===== src/sv/aled_pkg.sv =====
// ----------------------------------------------------------------------------
// aled_pkg
// shared types and constants for the addressable led bit encoder
// ----------------------------------------------------------------------------
package aled_pkg;

    localparam int unsigned ChanWidth   = 8;
    localparam int unsigned PctWidth    = 7;
    localparam int unsigned DutyWidth   = 8;
    localparam int unsigned CfgIdxWidth = 2;
    localparam int unsigned CfgDatWidth = 8;

    localparam int unsigned BitsPerPixel = 24;
    localparam int unsigned CntWidth     = 5;

    // channel * percent, at most 255 * 127
    localparam int unsigned ProdWidth  = ChanWidth + PctWidth;
    // x / 100 == (x * 5243) >> 19, exact for every x below 2**15
    localparam int unsigned RecipK     = 5243;
    localparam int unsigned RecipWidth = 13;
    localparam int unsigned RecipShift = 19;
    localparam int unsigned QuotWidth  = ProdWidth + RecipWidth;
    localparam int unsigned ScaledWidth = ChanWidth + 1;

    typedef enum logic [CfgIdxWidth-1:0] {
        CFG_BRIGHTNESS = 2'd0,
        CFG_DUTY_ONE   = 2'd1,
        CFG_DUTY_ZERO  = 2'd2
    } t_cfg_idx;

    localparam logic [PctWidth-1:0]  BrightnessReset = 7'd100;
    localparam logic [DutyWidth-1:0] DutyOneReset    = 8'd50;
    localparam logic [DutyWidth-1:0] DutyZeroReset   = 8'd75;

    typedef logic [ChanWidth-1:0] t_chan;
    typedef logic [ProdWidth-1:0] t_prod;
    typedef logic [QuotWidth-1:0] t_quot;

endpackage


===== src/sv/aled_pix_if.sv =====
// ----------------------------------------------------------------------------
// aled_pix_if
// pixel channel: one rgb pixel plus its last-pixel flag per transaction
// ----------------------------------------------------------------------------
interface aled_pix_if;
    logic       valid;
    logic       ready;
    logic [7:0] red;
    logic [7:0] green;
    logic [7:0] blue;
    logic       last_pixel;

    modport source (output valid, output red, output green, output blue,
                    output last_pixel, input ready);
    modport sink   (input valid, input red, input green, input blue,
                    input last_pixel, output ready);
endinterface


===== src/sv/aled_bit_if.sv =====
// ----------------------------------------------------------------------------
// aled_bit_if
// bit channel: one pwm compare value per transaction
// ----------------------------------------------------------------------------
interface aled_bit_if;
    logic       valid;
    logic       ready;
    logic [7:0] compare_value;
    logic       end_of_run;

    modport source (output valid, output compare_value, output end_of_run,
                    input ready);
    modport sink   (input valid, input compare_value, input end_of_run,
                    output ready);
endinterface


===== src/sv/addressable_led_bit_encoder.sv =====
// ----------------------------------------------------------------------------
// addressable_led_bit_encoder
// scales a pixel by brightness and serializes it into pwm compare values
// ----------------------------------------------------------------------------
// Each accepted pixel gives 24 compare values in green, red, blue order, msb
// first (duty_for_one for a one bit, duty_for_zero for a zero bit); a pixel
// flagged last gives a 25th value of 0 with end_of_run set. Brightness is
// applied as floor(channel * percent / 100), saturating at 255, in a three
// stage pipeline (multiply, reciprocal multiply, saturate and pack) ahead of
// the serializer. The serializer emits one value per cycle while o_bit.ready
// is high, and loads the next pixel as the final value of the previous one is
// taken. A pixel passes stages 1, 2 and 3, then the shift register; the
// pipeline buffers up to three pixels while the serializer is busy.
module addressable_led_bit_encoder (
    input  logic                            i_clk,
    input  logic                            i_rst_n,
    input  logic                            i_cfg_we,
    input  logic [aled_pkg::CfgIdxWidth-1:0] i_cfg_idx,
    input  logic [aled_pkg::CfgDatWidth-1:0] i_cfg_data,
    aled_pix_if.sink                        i_pix,
    aled_bit_if.source                      o_bit
);
    import aled_pkg::*;

    logic [PctWidth-1:0]  r_pct;
    logic [DutyWidth-1:0] r_duty_one;
    logic [DutyWidth-1:0] r_duty_zero;

    // stage 1: channel * percent
    logic  r_s1_valid;
    t_prod r_s1_r, r_s1_g, r_s1_b;
    logic  r_s1_last;
    // stage 2: times reciprocal of 100
    logic  r_s2_valid;
    t_quot r_s2_r, r_s2_g, r_s2_b;
    logic  r_s2_last;
    // stage 3: saturated and packed g,r,b word
    logic                      r_s3_valid;
    logic [BitsPerPixel-1:0]   r_s3_word;
    logic                      r_s3_last;
    // serializer
    logic                      r_busy;
    logic [BitsPerPixel-1:0]   r_shift;
    logic [CntWidth-1:0]       r_cnt;
    logic                      r_last;

    logic s1_adv, s2_adv, s3_adv, ser_load, out_fire, last_beat, trailer;
    logic [BitsPerPixel-1:0] n_word;

    function automatic t_chan sat_chan(input t_quot q);
        logic [ScaledWidth-1:0] v;
        begin
            v = q[RecipShift +: ScaledWidth];
            sat_chan = v[ScaledWidth-1] ? '1 : v[ChanWidth-1:0];
        end
    endfunction

    always_ff @(posedge i_clk) begin
        if (!i_rst_n) begin
            r_pct       <= BrightnessReset;
            r_duty_one  <= DutyOneReset;
            r_duty_zero <= DutyZeroReset;
        end else if (i_cfg_we) begin
            case (t_cfg_idx'(i_cfg_idx))
                CFG_BRIGHTNESS: r_pct       <= i_cfg_data[PctWidth-1:0];
                CFG_DUTY_ONE:   r_duty_one  <= i_cfg_data[DutyWidth-1:0];
                CFG_DUTY_ZERO:  r_duty_zero <= i_cfg_data[DutyWidth-1:0];
                default: ;
            endcase
        end
    end

    assign trailer   = (r_cnt == CntWidth'(BitsPerPixel));
    assign out_fire  = r_busy && o_bit.ready;
    assign last_beat = trailer || (!r_last && r_cnt == CntWidth'(BitsPerPixel - 1));
    assign ser_load  = r_s3_valid && (!r_busy || (out_fire && last_beat));
    assign s3_adv    = r_s2_valid && (!r_s3_valid || ser_load);
    assign s2_adv    = r_s1_valid && (!r_s2_valid || s3_adv);
    assign s1_adv    = i_pix.valid && i_pix.ready;

    assign i_pix.ready = !r_s1_valid || s2_adv;

    assign n_word = {sat_chan(r_s2_g), sat_chan(r_s2_r), sat_chan(r_s2_b)};

    always_ff @(posedge i_clk) begin
        if (!i_rst_n) begin
            r_s1_valid <= 1'b0;
            r_s2_valid <= 1'b0;
            r_s3_valid <= 1'b0;
        end else begin
            if (i_pix.ready) begin
                r_s1_valid <= i_pix.valid;
            end
            if (!r_s2_valid || s3_adv) begin
                r_s2_valid <= r_s1_valid;
            end
            if (!r_s3_valid || ser_load) begin
                r_s3_valid <= r_s2_valid;
            end
        end
    end

    always_ff @(posedge i_clk) begin
        if (s1_adv) begin
            r_s1_r    <= ProdWidth'(i_pix.red)   * ProdWidth'(r_pct);
            r_s1_g    <= ProdWidth'(i_pix.green) * ProdWidth'(r_pct);
            r_s1_b    <= ProdWidth'(i_pix.blue)  * ProdWidth'(r_pct);
            r_s1_last <= i_pix.last_pixel;
        end
        if (s2_adv) begin
            r_s2_r    <= QuotWidth'(r_s1_r) * QuotWidth'(RecipK);
            r_s2_g    <= QuotWidth'(r_s1_g) * QuotWidth'(RecipK);
            r_s2_b    <= QuotWidth'(r_s1_b) * QuotWidth'(RecipK);
            r_s2_last <= r_s1_last;
        end
        if (s3_adv) begin
            r_s3_word <= n_word;
            r_s3_last <= r_s2_last;
        end
    end

    always_ff @(posedge i_clk) begin
        if (!i_rst_n) begin
            r_busy  <= 1'b0;
            r_cnt   <= '0;
            r_shift <= '0;
            r_last  <= 1'b0;
        end else if (ser_load) begin
            r_busy  <= 1'b1;
            r_cnt   <= '0;
            r_shift <= r_s3_word;
            r_last  <= r_s3_last;
        end else if (out_fire) begin
            r_busy  <= !last_beat;
            r_cnt   <= r_cnt + CntWidth'(1);
            r_shift <= {r_shift[BitsPerPixel-2:0], 1'b0};
        end
    end

    assign o_bit.valid         = r_busy;
    assign o_bit.end_of_run    = trailer;
    assign o_bit.compare_value = trailer ? '0 :
                                 (r_shift[BitsPerPixel-1] ? r_duty_one : r_duty_zero);

endmodule


===== src/flat_wrapper.sv =====
// flat-port wrapper written by rule: the top's interface ports become plain ports
module addressable_led_bit_encoder_flat import aled_pkg::*;
  (i_clk, i_rst_n, i_cfg_we, i_cfg_idx, i_cfg_data, i_pix_valid, i_pix_red, i_pix_green, i_pix_blue, i_pix_last_pixel, i_pix_ready, o_bit_valid, o_bit_compare_value, o_bit_end_of_run, o_bit_ready);
  aled_pix_if i_pix_i ();
  aled_bit_if o_bit_i ();
  input  logic i_clk;
  input  logic i_rst_n;
  input  logic i_cfg_we;
  input  logic [aled_pkg::CfgIdxWidth-1:0] i_cfg_idx;
  input  logic [aled_pkg::CfgDatWidth-1:0] i_cfg_data;
  input wire logic [$bits(i_pix_i.valid)-1:0] i_pix_valid;
  input wire logic [$bits(i_pix_i.red)-1:0] i_pix_red;
  input wire logic [$bits(i_pix_i.green)-1:0] i_pix_green;
  input wire logic [$bits(i_pix_i.blue)-1:0] i_pix_blue;
  input wire logic [$bits(i_pix_i.last_pixel)-1:0] i_pix_last_pixel;
  output wire logic [$bits(i_pix_i.ready)-1:0] i_pix_ready;
  output wire logic [$bits(o_bit_i.valid)-1:0] o_bit_valid;
  output wire logic [$bits(o_bit_i.compare_value)-1:0] o_bit_compare_value;
  output wire logic [$bits(o_bit_i.end_of_run)-1:0] o_bit_end_of_run;
  input wire logic [$bits(o_bit_i.ready)-1:0] o_bit_ready;
  assign i_pix_i.valid = i_pix_valid;
  assign i_pix_i.red = i_pix_red;
  assign i_pix_i.green = i_pix_green;
  assign i_pix_i.blue = i_pix_blue;
  assign i_pix_i.last_pixel = i_pix_last_pixel;
  assign i_pix_ready = i_pix_i.ready;
  assign o_bit_valid = o_bit_i.valid;
  assign o_bit_compare_value = o_bit_i.compare_value;
  assign o_bit_end_of_run = o_bit_i.end_of_run;
  assign o_bit_i.ready = o_bit_ready;
  addressable_led_bit_encoder u_core (.i_clk(i_clk), .i_rst_n(i_rst_n), .i_cfg_we(i_cfg_we), .i_cfg_idx(i_cfg_idx), .i_cfg_data(i_cfg_data), .i_pix(i_pix_i), .o_bit(o_bit_i));
endmodule

===== config.mk =====
export PLATFORM = sky130hd
export DESIGN_NAME = addressable_led_bit_encoder_flat
export DESIGN_NICKNAME = d
export VERILOG_FILES = /design/src/sv/aled_pkg.sv /design/src/sv/aled_pix_if.sv /design/src/sv/aled_bit_if.sv /design/src/sv/addressable_led_bit_encoder.sv /design/src/flat_wrapper.sv
export SDC_FILE = /design/constraint.sdc
export NUM_CORES = 1
export LEC_CHECK = 0
export ABC_AREA = 1
export CAP_MARGIN = 5
export CORE_MARGIN = 5
export CORE_UTILIZATION = 23
export CTS_CLUSTER_DIAMETER = 80
export CTS_CLUSTER_SIZE = 30
export DETAILED_ROUTE_END_ITERATION = 16
export DONT_BUFFER_PORTS = 1
export PLACE_DENSITY = 0.43
export SYNTH_ARGS = -nofsm -noshare
export SYNTH_HDL_FRONTEND = slang
export SYNTH_SLANG_ARGS = --single-unit

===== constraint.sdc =====
create_clock -name i_clk -period 5.8 [get_ports i_clk]
set_input_delay 1.16 -clock i_clk [delete_from_list [all_inputs] [get_ports i_clk]]
set_output_delay 1.16 -clock i_clk [all_outputs]
set_load 0.01 [all_outputs]

* Yosys cells after proc, flatten, opt, wreduce, memory -nomap -nowiden
Index checks and enable logic that the tools add are counted.
Cells by class: add/subtract/negate cells 1, $mul 6, equal/unequal tests 4, muxes and demuxes 6, bitwise logic cells 1, reduce and logical (&&, ||, !) cells 24
Operators by type and width (count):
- multiplier 15 x 13 -> 28 bit, second input constant | 3
- 2-to-1 mux 24 bit | 2
- multiplier 8 x 7 -> 15 bit | 3
- 2-to-1 mux 8 bit | 2
- equality test 5 bit, second input constant | 2
- logical AND 1 bit | 7
- zero test 1 bit | 6
- AND reduction 2 bit | 3
- adder 5 x 1 -> 5 bit, second input constant | 1
- logical OR 1 bit | 5
- equality test 2 x 1 -> 1 bit, second input constant | 1
- equality test 2 bit, second input constant | 1
- zero test 2 bit | 1
- 2-to-1 mux 1 bit | 2
- nonzero test 2 bit | 1
- OR reduction 2 bit | 1
- NOT 1 bit | 1
Word-level totals: flip-flop bits (word level) 213, input bits 40, output and inout port bits 11, logic and storage cells 64

* Longest topological paths before layout
Gate-level depths: netlist of run 1.
depth in word-level cells 12, depth in mapped cells 22, depth with buffers taken out 22

* Least setup slack after synthesis of run 1
OpenSTA, ideal clock, no wires.
path kind input port to flip-flop, start in i_pix_green[5], end reg u_core.r_s1_g[11], data pin, library setup time 0.262 ns, arrival time 4.386 ns, data required time 5.538 ns, setup slack 1.152 ns, stages on the path 16, path buffers 0, cell sequence nand2_1 inv_1 fa_1 inv_1 fa_1 inv_1 fa_1 inv_1 fa_1 inv_1 ha_1 a21oi_1 o21ai_0 a21oi_1 o21bai_1 xor2_1
Between the ends: cells in the longest elaborated chain, start to end 1
RTL lines:
- from (decl) | line flat_wrapper.sv:13 | input wire logic [$bits(i_pix_i.green)-1:0] i_pix_green;
- multiplier 8 x 7 -> 15 bit | line addressable_led_bit_encoder.sv:106 | r_s1_g <= ProdWidth'(i_pix.green) * ProdWidth'(r_pct);
- to (signal assigned) | line addressable_led_bit_encoder.sv:106
- to (decl) | line addressable_led_bit_encoder.sv:31 | t_prod r_s1_r, r_s1_g, r_s1_b;
Every way passes these cells. A chain may end at the register's enable or synchronous reset.

* Final worst setup path of run 1
start reg u_core.r_s1_r[12], end reg u_core.r_s2_r[23], data pin
Between the ends: cells in the longest elaborated chain, start to end 1
RTL lines:
- from (decl) | line addressable_led_bit_encoder.sv:31
- from (signal assigned) | line addressable_led_bit_encoder.sv:105 | r_s1_r <= ProdWidth'(i_pix.red) * ProdWidth'(r_pct);
- multiplier 15 x 13 -> 28 bit | line addressable_led_bit_encoder.sv:111 | r_s2_r <= QuotWidth'(r_s1_r) * QuotWidth'(RecipK);
- to (signal assigned) | line addressable_led_bit_encoder.sv:111
- to (decl) | line addressable_led_bit_encoder.sv:35 | t_quot r_s2_r, r_s2_g, r_s2_b;
Every way passes these cells.

==> run metrics, run 1 <==
Post-Syn Area=0.0234 mm²; TritonCTS clock tree=done; yosys warns=0; H-Tree Level Count=4; cell taking the most area after synthesis=sky130_fd_sc_hd__fa_1; Clock Sinks=156; count of cells resized by post-cts repair=0; post-synthesis instance total=2803; Worst Setup SP=u_core.r_s1_r[12]$_DFFE_PP_; Min-Delay Endpoint=u_core.r_s2_last$_DFFE_PP_; drt wl/cell=13.9 µm; Storage cell area=0.00411 mm²; flop and latch count out of synthesis=156; Area Growth Syn to Fin=9.58%; starting DRC count in detailed routing=905; largest driver fanout on the critical path=7; library cells used by synthesis=36; Max Used Layer=met4; classification of the worst setup path=register to register; reg2reg setup slack=1170 ps; HPWL after detailed placement=49.9 mm; mean post-synth cell area=8.34 µm²; Hold Vio Cnt, Final=0; setup repair bufs after CTS=0; Reg-to-Reg End=u_core.r_s2_r[23]$_DFFE_PP_; startpoint of the lowest-slack register-to-register path=u_core.r_s1_r[12]$_DFFE_PP_; count of antenna-violating nets left after detailed routing=0; number of optimization iterations in the first detailed-route pass=5; via density per instance=4.01; register area share after synthesis=17.6%; hold bufs inserted after CTS=0; transition at the pin with the smallest max-transition slack=1080 ps; WP data arrival=4870 ps; detailed route wirelength on metal2=25.6 mm; Bufs and invs on worst path=4; Reg clk slew, reported paths=70 ps; Num CTS Buffers=17; placer congestion estimate=0.844; ratio of cells with drive above 1 in the final layout=2.88%; Setup violations, final=0; routed wl met3=2.30 mm; Clock Tree Root=sky130_fd_sc_hd__clkbuf_16; wire length of the first global-routing pass=95.7 mm; run status=finished clean; core region area=0.101 mm²; largest buffer count on any clock path=2; maximum number of pins on one net before global-route repair=47; Skew-Pair Late Insertion Delay=490 ps; standard cell with the maximum stage delay on the critical path=sky130_fd_sc_hd__edfxtp_1; fin crit period=4630 ps; footprint of the multi-input gates=0.0164 mm²; number of cells on the worst hold path=0; Worst Setup End Kind=register; post-synthesis async set-or-reset flop share=0%; worst max-slew margin expressed relative to the limit=28.2%; number of antenna violations at the first check in global routing=4; chip width=329 µm; post-route clock period utilization=79.8%; final WL=58.0 mm; biggest cell delay along the critical path=660 ps; area share of the largest cell type after synthesis=25.2%; worst hold slack=427 ps; final worst setup slack=1170 ps; die height=329 µm; Crit path max-delay family=adder cells; number of nets at the end of the flow=3532; number of vias after detailed routing=16800; Area contributors post-synth=sky130_fd_sc_hd__fa_1 25%, sky130_fd_sc_hd__ha_1 21%, sky130_fd_sc_hd__edfxtp_1 13%; Hold Path Class=register to register; Top FF cell, synth=sky130_fd_sc_hd__edfxtp_1; # rows=117; Max Slew Vio Count=0; Maximum Capacitance Violations=0; total global-route track usage=11.2%; type of element launching the critical path=register; share of the core filled with cells in the final layout=25.3%; via count of the first global-routing pass=17500; required arrival time at the worst endpoint=6040 ps; Post-synth EDFFs=99; Post-Place Worst Slack=981 ps; wire length on met1=29.2 mm; effective utilization at floorplan=23.1%; Syn Nets=3538; Congestion Overflow GR=0; commonest cells after routing, fill and taps aside=721 x sky130_fd_sc_hd__inv_1, 587 x sky130_fd_sc_hd__nand2_1, 401 x sky130_fd_sc_hd__ha_1; highest achievable clock rate=216 MHz; post-route clock skew=18.0 ps; cells along the critical path=fa_1 > ha_1 > inv_1 > fa_1 > inv_1 > fa_1 > inv_1 > fa_1 > inv_1 > ha_1 > a21oi_1 > o21a_1 > nor2_1 > nor2_1 > nand3_1 > nand2_1 > nand2_1; hold path start=u_core.r_s1_last$_DFFE_PP_; most frequent standard cell in the layout excluding fill and tap cells=sky130_fd_sc_hd__inv_1; setup repair after global routing missed its margin=false; fillers=11300; final setup TNS=0 ps; full die area=0.108 mm²; num ports=51; IO Port Bufs=0; cell depth of the worst flop-to-flop path=17; DRC violation count after routing=0
[through the flow]
stage / instances / area (µm²)
after detailed placement: 4146 / 25000
after global placement: 4146 / 25000
after floorplan: 2803 / 23400
final: 4179 / 25600
after CTS: 4178 / 25600
after global routing: 4178 / 25600
[state kept, by name (all words and copies together) (netlist names), 5 cells and up]
signal,count
u_core.r_cnt,5
u_core.r_duty_one,8
u_core.r_duty_zero,8
u_core.r_pct,7
u_core.r_s1_b,15
u_core.r_s1_g,15
u_core.r_s1_r,15
u_core.r_s2_b,9
u_core.r_s2_g,9
u_core.r_s2_r,9
u_core.r_s3_word,24
u_core.r_shift,24
[worst max-delay path by stage]
stage,end,slack (ps),cells after the start
after floorplan,u_core.r_s1_g[11]$_DFFE_PP_,1150,16
after global placement,u_core.r_s1_r[11]$_DFFE_PP_,980,16
after global routing,u_core.r_s2_b[27]$_DFFE_PP_,770,17
after CTS,u_core.r_s2_r[21]$_DFFE_PP_,1160,15
final,u_core.r_s2_r[23]$_DFFE_PP_,1170,17
after detailed placement,u_core.r_s1_r[11]$_DFFE_PP_,980,16
[final cells by class]
cell class / instances / share of cell area, %
Multi-Input combinational cell: 1882 / 63.9
Inverter: 727 / 10.7
Tap cell: 1368 / 6.68
Sequential cell: 156 / 16.1
Antenna cell: 1 / 0.00977
Timing Repair Buffer: 13 / 0.381
Clock inverter: 15 / 0.708
Clock buffer: 17 / 1.66
[layer usage]
metal	GRT usage, %	up-vias
met2	17.4	191
met3	1.96	43
met4	2.61	0
met1	16.1	7903
met5	0	-
li1	-	8635
[cell usage after synthesis (all sizes together) (29+ instances only)]
cell      n
edfxtp   99
nor2    121
ha      401
fa      294
inv     725
dfxtp    57
a21oi   115
nand3   121
nand2   591
nand4    32
o21ai    64
clkbuf   29
[logic make-up after synthesis]
kind of cell / after synthesis / synth area share (%)
flops: 156 / 17.6
compound gates: 225 / 5.37
fa+ha+maj: 695 / 46.6
simple gates: 919 / 16.3
buf+inv: 765 / 12.5
xor+xnor: 43 / 1.61
Power of run 1 is not shown: default switching activity piles up to over one toggle a cycle in this logic, so the estimate is an artifact.
==> inputs of run 2 (changes only) <==
==> constraint.sdc (replaced) <==
create_clock -name i_clk -period 4.56 [get_ports i_clk]
set_input_delay 0.912 -clock i_clk [delete_from_list [all_inputs] [get_ports i_clk]]
set_output_delay 0.912 -clock i_clk [all_outputs]
set_load 0.01 [all_outputs]
==> run 2 against run 1 <==
  * Critical path depth shrank 2
  * Via count grew 2.2%
  * Global-route usage down 0.074 points
  * Clock skew fell by 3.0 ps
  * First-iteration DRC count down 4.3%
  * Register-to-register slack worse by 980 ps
  * Routed wire length grew 1.3%
  * Non-clock buffer count up 101
  * Highest routed layer unchanged
  * Sequential cell count is the same
  * Count of clock-buffer cells in the layout is 3 higher
  * Maximum frequency rose by 6.1%
  * Final cell count up 2.4%
==> run metrics, run 2 (same netlist as run 1, synthesis figures left out) <==
run status=finished clean; diode insertion count for antenna repair=0; Post-Place Worst Slack=-66.7 ps; highest achievable clock rate=229 MHz; Area Growth Syn to Fin=15.3%; type of element launching the critical path=register; Clock Sinks=156; full die area=0.108 mm²; commonest cells after routing, fill and taps aside=717 x sky130_fd_sc_hd__inv_1, 572 x sky130_fd_sc_hd__nand2_1, 375 x sky130_fd_sc_hd__ha_1; detailed route wirelength on metal2=26.2 mm; H-Tree Level Count=4; fin crit period=4360 ps; Max Used Layer=met4; core region area=0.101 mm²; most frequent standard cell in the layout excluding fill and tap cells=sky130_fd_sc_hd__inv_1; WP data arrival=4590 ps; Worst Setup SP=u_core.r_s1_b[13]$_DFFE_PP_; drt wl/cell=13.7 µm; chip width=329 µm; Min-Delay Endpoint=u_core.r_s3_last$_DFFE_PP_; HPWL after detailed placement=50.1 mm; placed cell count=4197; ratio of cells with drive above 1 in the final layout=9.45%; effective utilization at floorplan=23.1%; Hold Vio Cnt, Final=0; number of nets at the end of the flow=3633; number of antenna violations at the first check in global routing=6; via count of the first global-routing pass=17500; hold bufs inserted after CTS=0; largest driver fanout on the critical path=5; Congestion Overflow GR=0; Reg clk slew, reported paths=70 ps; wire length on met1=29.6 mm; total global-route track usage=11.1%; die height=329 µm; number of optimization iterations in the first detailed-route pass=7; wire length of the first global-routing pass=95.3 mm; share of the core filled with cells in the final layout=26.6%; Hold Path Class=register to register; final WL=58.8 mm; DRC violation count after routing=0; maximum number of pins on one net before global-route repair=47; Setup violations, final=0; placer congestion estimate=0.830; Storage cell area=0.00412 mm²; Worst Setup End Kind=register; count of antenna-violating nets left after detailed routing=0; post-route clock period utilization=95.7%; number of cells in the finished layout apart from fillers=4279; number of vias after detailed routing=17100; Max Slew Vio Count=0; Skew-Pair Late Insertion Delay=480 ps; largest registers in the final layout=u_core.r_s3_word: 24 flops, u_core.r_shift: 24 flops; # rows=117; fillers=11200; post-route clock skew=15.0 ps; Clock Tree Root=sky130_fd_sc_hd__clkbuf_16; Num CTS Buffers=17; worst max-slew margin expressed relative to the limit=21.3%; reg2reg setup slack=200 ps; via density per instance=4.01; footprint of the multi-input gates=0.0169 mm²; routed wl met3=2.27 mm; required arrival time at the worst endpoint=4790 ps; num ports=51; TritonCTS clock tree=done; worst hold slack=437 ps; Reg-to-Reg End=u_core.r_s2_b[21]$_DFFE_PP_; largest buffer count on any clock path=2; classification of the worst setup path=register to register; number of cells on the worst hold path=0; hold path start=u_core.r_s2_last$_DFFE_PP_; starting DRC count in detailed routing=866; IO Port Bufs=0; startpoint of the lowest-slack register-to-register path=u_core.r_s1_b[13]$_DFFE_PP_; Maximum Capacitance Violations=0; transition at the pin with the smallest max-transition slack=1180 ps; final worst setup slack=196 ps; cell depth of the worst flop-to-flop path=15
-- run 2: changes by cell type in the layout (fill, tap and decap cells not counted), moves of 7 or more --
cell	before	now
sky130_fd_sc_hd__nand2_1	587	572
sky130_fd_sc_hd__nand2_2	2	17
sky130_fd_sc_hd__a21oi_2	2	19
sky130_fd_sc_hd__nor2_1	120	105
sky130_fd_sc_hd__a21oi_1	113	95
sky130_fd_sc_hd__nor3_1	23	16
sky130_fd_sc_hd__nor2_2	0	13
sky130_fd_sc_hd__ha_1	401	375
sky130_fd_sc_hd__ha_4	0	24
sky130_fd_sc_hd__buf_6	0	9
sky130_fd_sc_hd__buf_4	13	101
-- run 2: worst max-delay path by stage --
stage                                       end  slack, ps  cells after the start
finish              u_core.r_s2_b[21]$_DFFE_PP_        200                     15
global route        u_core.r_s2_b[26]$_DFFE_PP_        -30                     19
CTS                 u_core.r_s2_g[21]$_DFFE_PP_         -5                     17
detailed placement  u_core.r_s2_g[21]$_DFFE_PP_        -70                     15
global placement    u_core.r_s2_b[23]$_DFFE_PP_        -40                     17
floorplan           u_core.r_s1_g[11]$_DFFE_PP_        160                     16
-- run 2: final cells by class --
cell class / instances / area share [%]
flip-flops and latches: 156 / 15.3
repair buffers: 114 / 3.49
multi-input cells: 1882 / 62.7
well taps: 1368 / 6.35
clock inverters: 12 / 0.357
clock buffers: 20 / 1.74
inverters: 727 / 10.1
-- run 2: routing by layer --
| layer | track usage (%) | up-vias |
|---|---|---|
| li1 | - | 8842 |
| met1 | 15.8 | 8080 |
| met2 | 17.5 | 186 |
| met3 | 2.20 | 37 |
| met4 | 2.06 | 0 |
| met5 | 0 | - |
-- run 2: repair_timing --
item | 4_1_cts | 5_1_grt
buffers inserted | 6 | 44
resized for setup | 1 | 115
pin swaps | 0 | 28
endpoints found under the setup margin | 6 | 31
-- run 2: worst max-delay path, cell delays in order, from the launching register on --
cell,delay (ps)
sky130_fd_sc_hd__edfxtp_1,530
sky130_fd_sc_hd__ha_1,370
sky130_fd_sc_hd__fa_1,460
sky130_fd_sc_hd__fa_1,510
sky130_fd_sc_hd__fa_1,540
sky130_fd_sc_hd__inv_1,50
sky130_fd_sc_hd__fa_1,470
sky130_fd_sc_hd__inv_1,40
sky130_fd_sc_hd__ha_1,330
sky130_fd_sc_hd__nand2_2,120
sky130_fd_sc_hd__nor2_2,120
sky130_fd_sc_hd__inv_1,100
sky130_fd_sc_hd__nor2_2,160
sky130_fd_sc_hd__nand4_1,130
sky130_fd_sc_hd__nand4_1,120
sky130_fd_sc_hd__nand2_1,70
-- run 2: per-stage QoR --
stage / TNS (ps) / cell area, µm²
after CTS: -7.35 / 26100
after global placement: -63.2 / 25400
final: 0 / 26900
after detailed placement: -130 / 25400
after global routing: -132 / 26900
after floorplan: 0 / 23400
Power of run 2 is left out for the same reason.
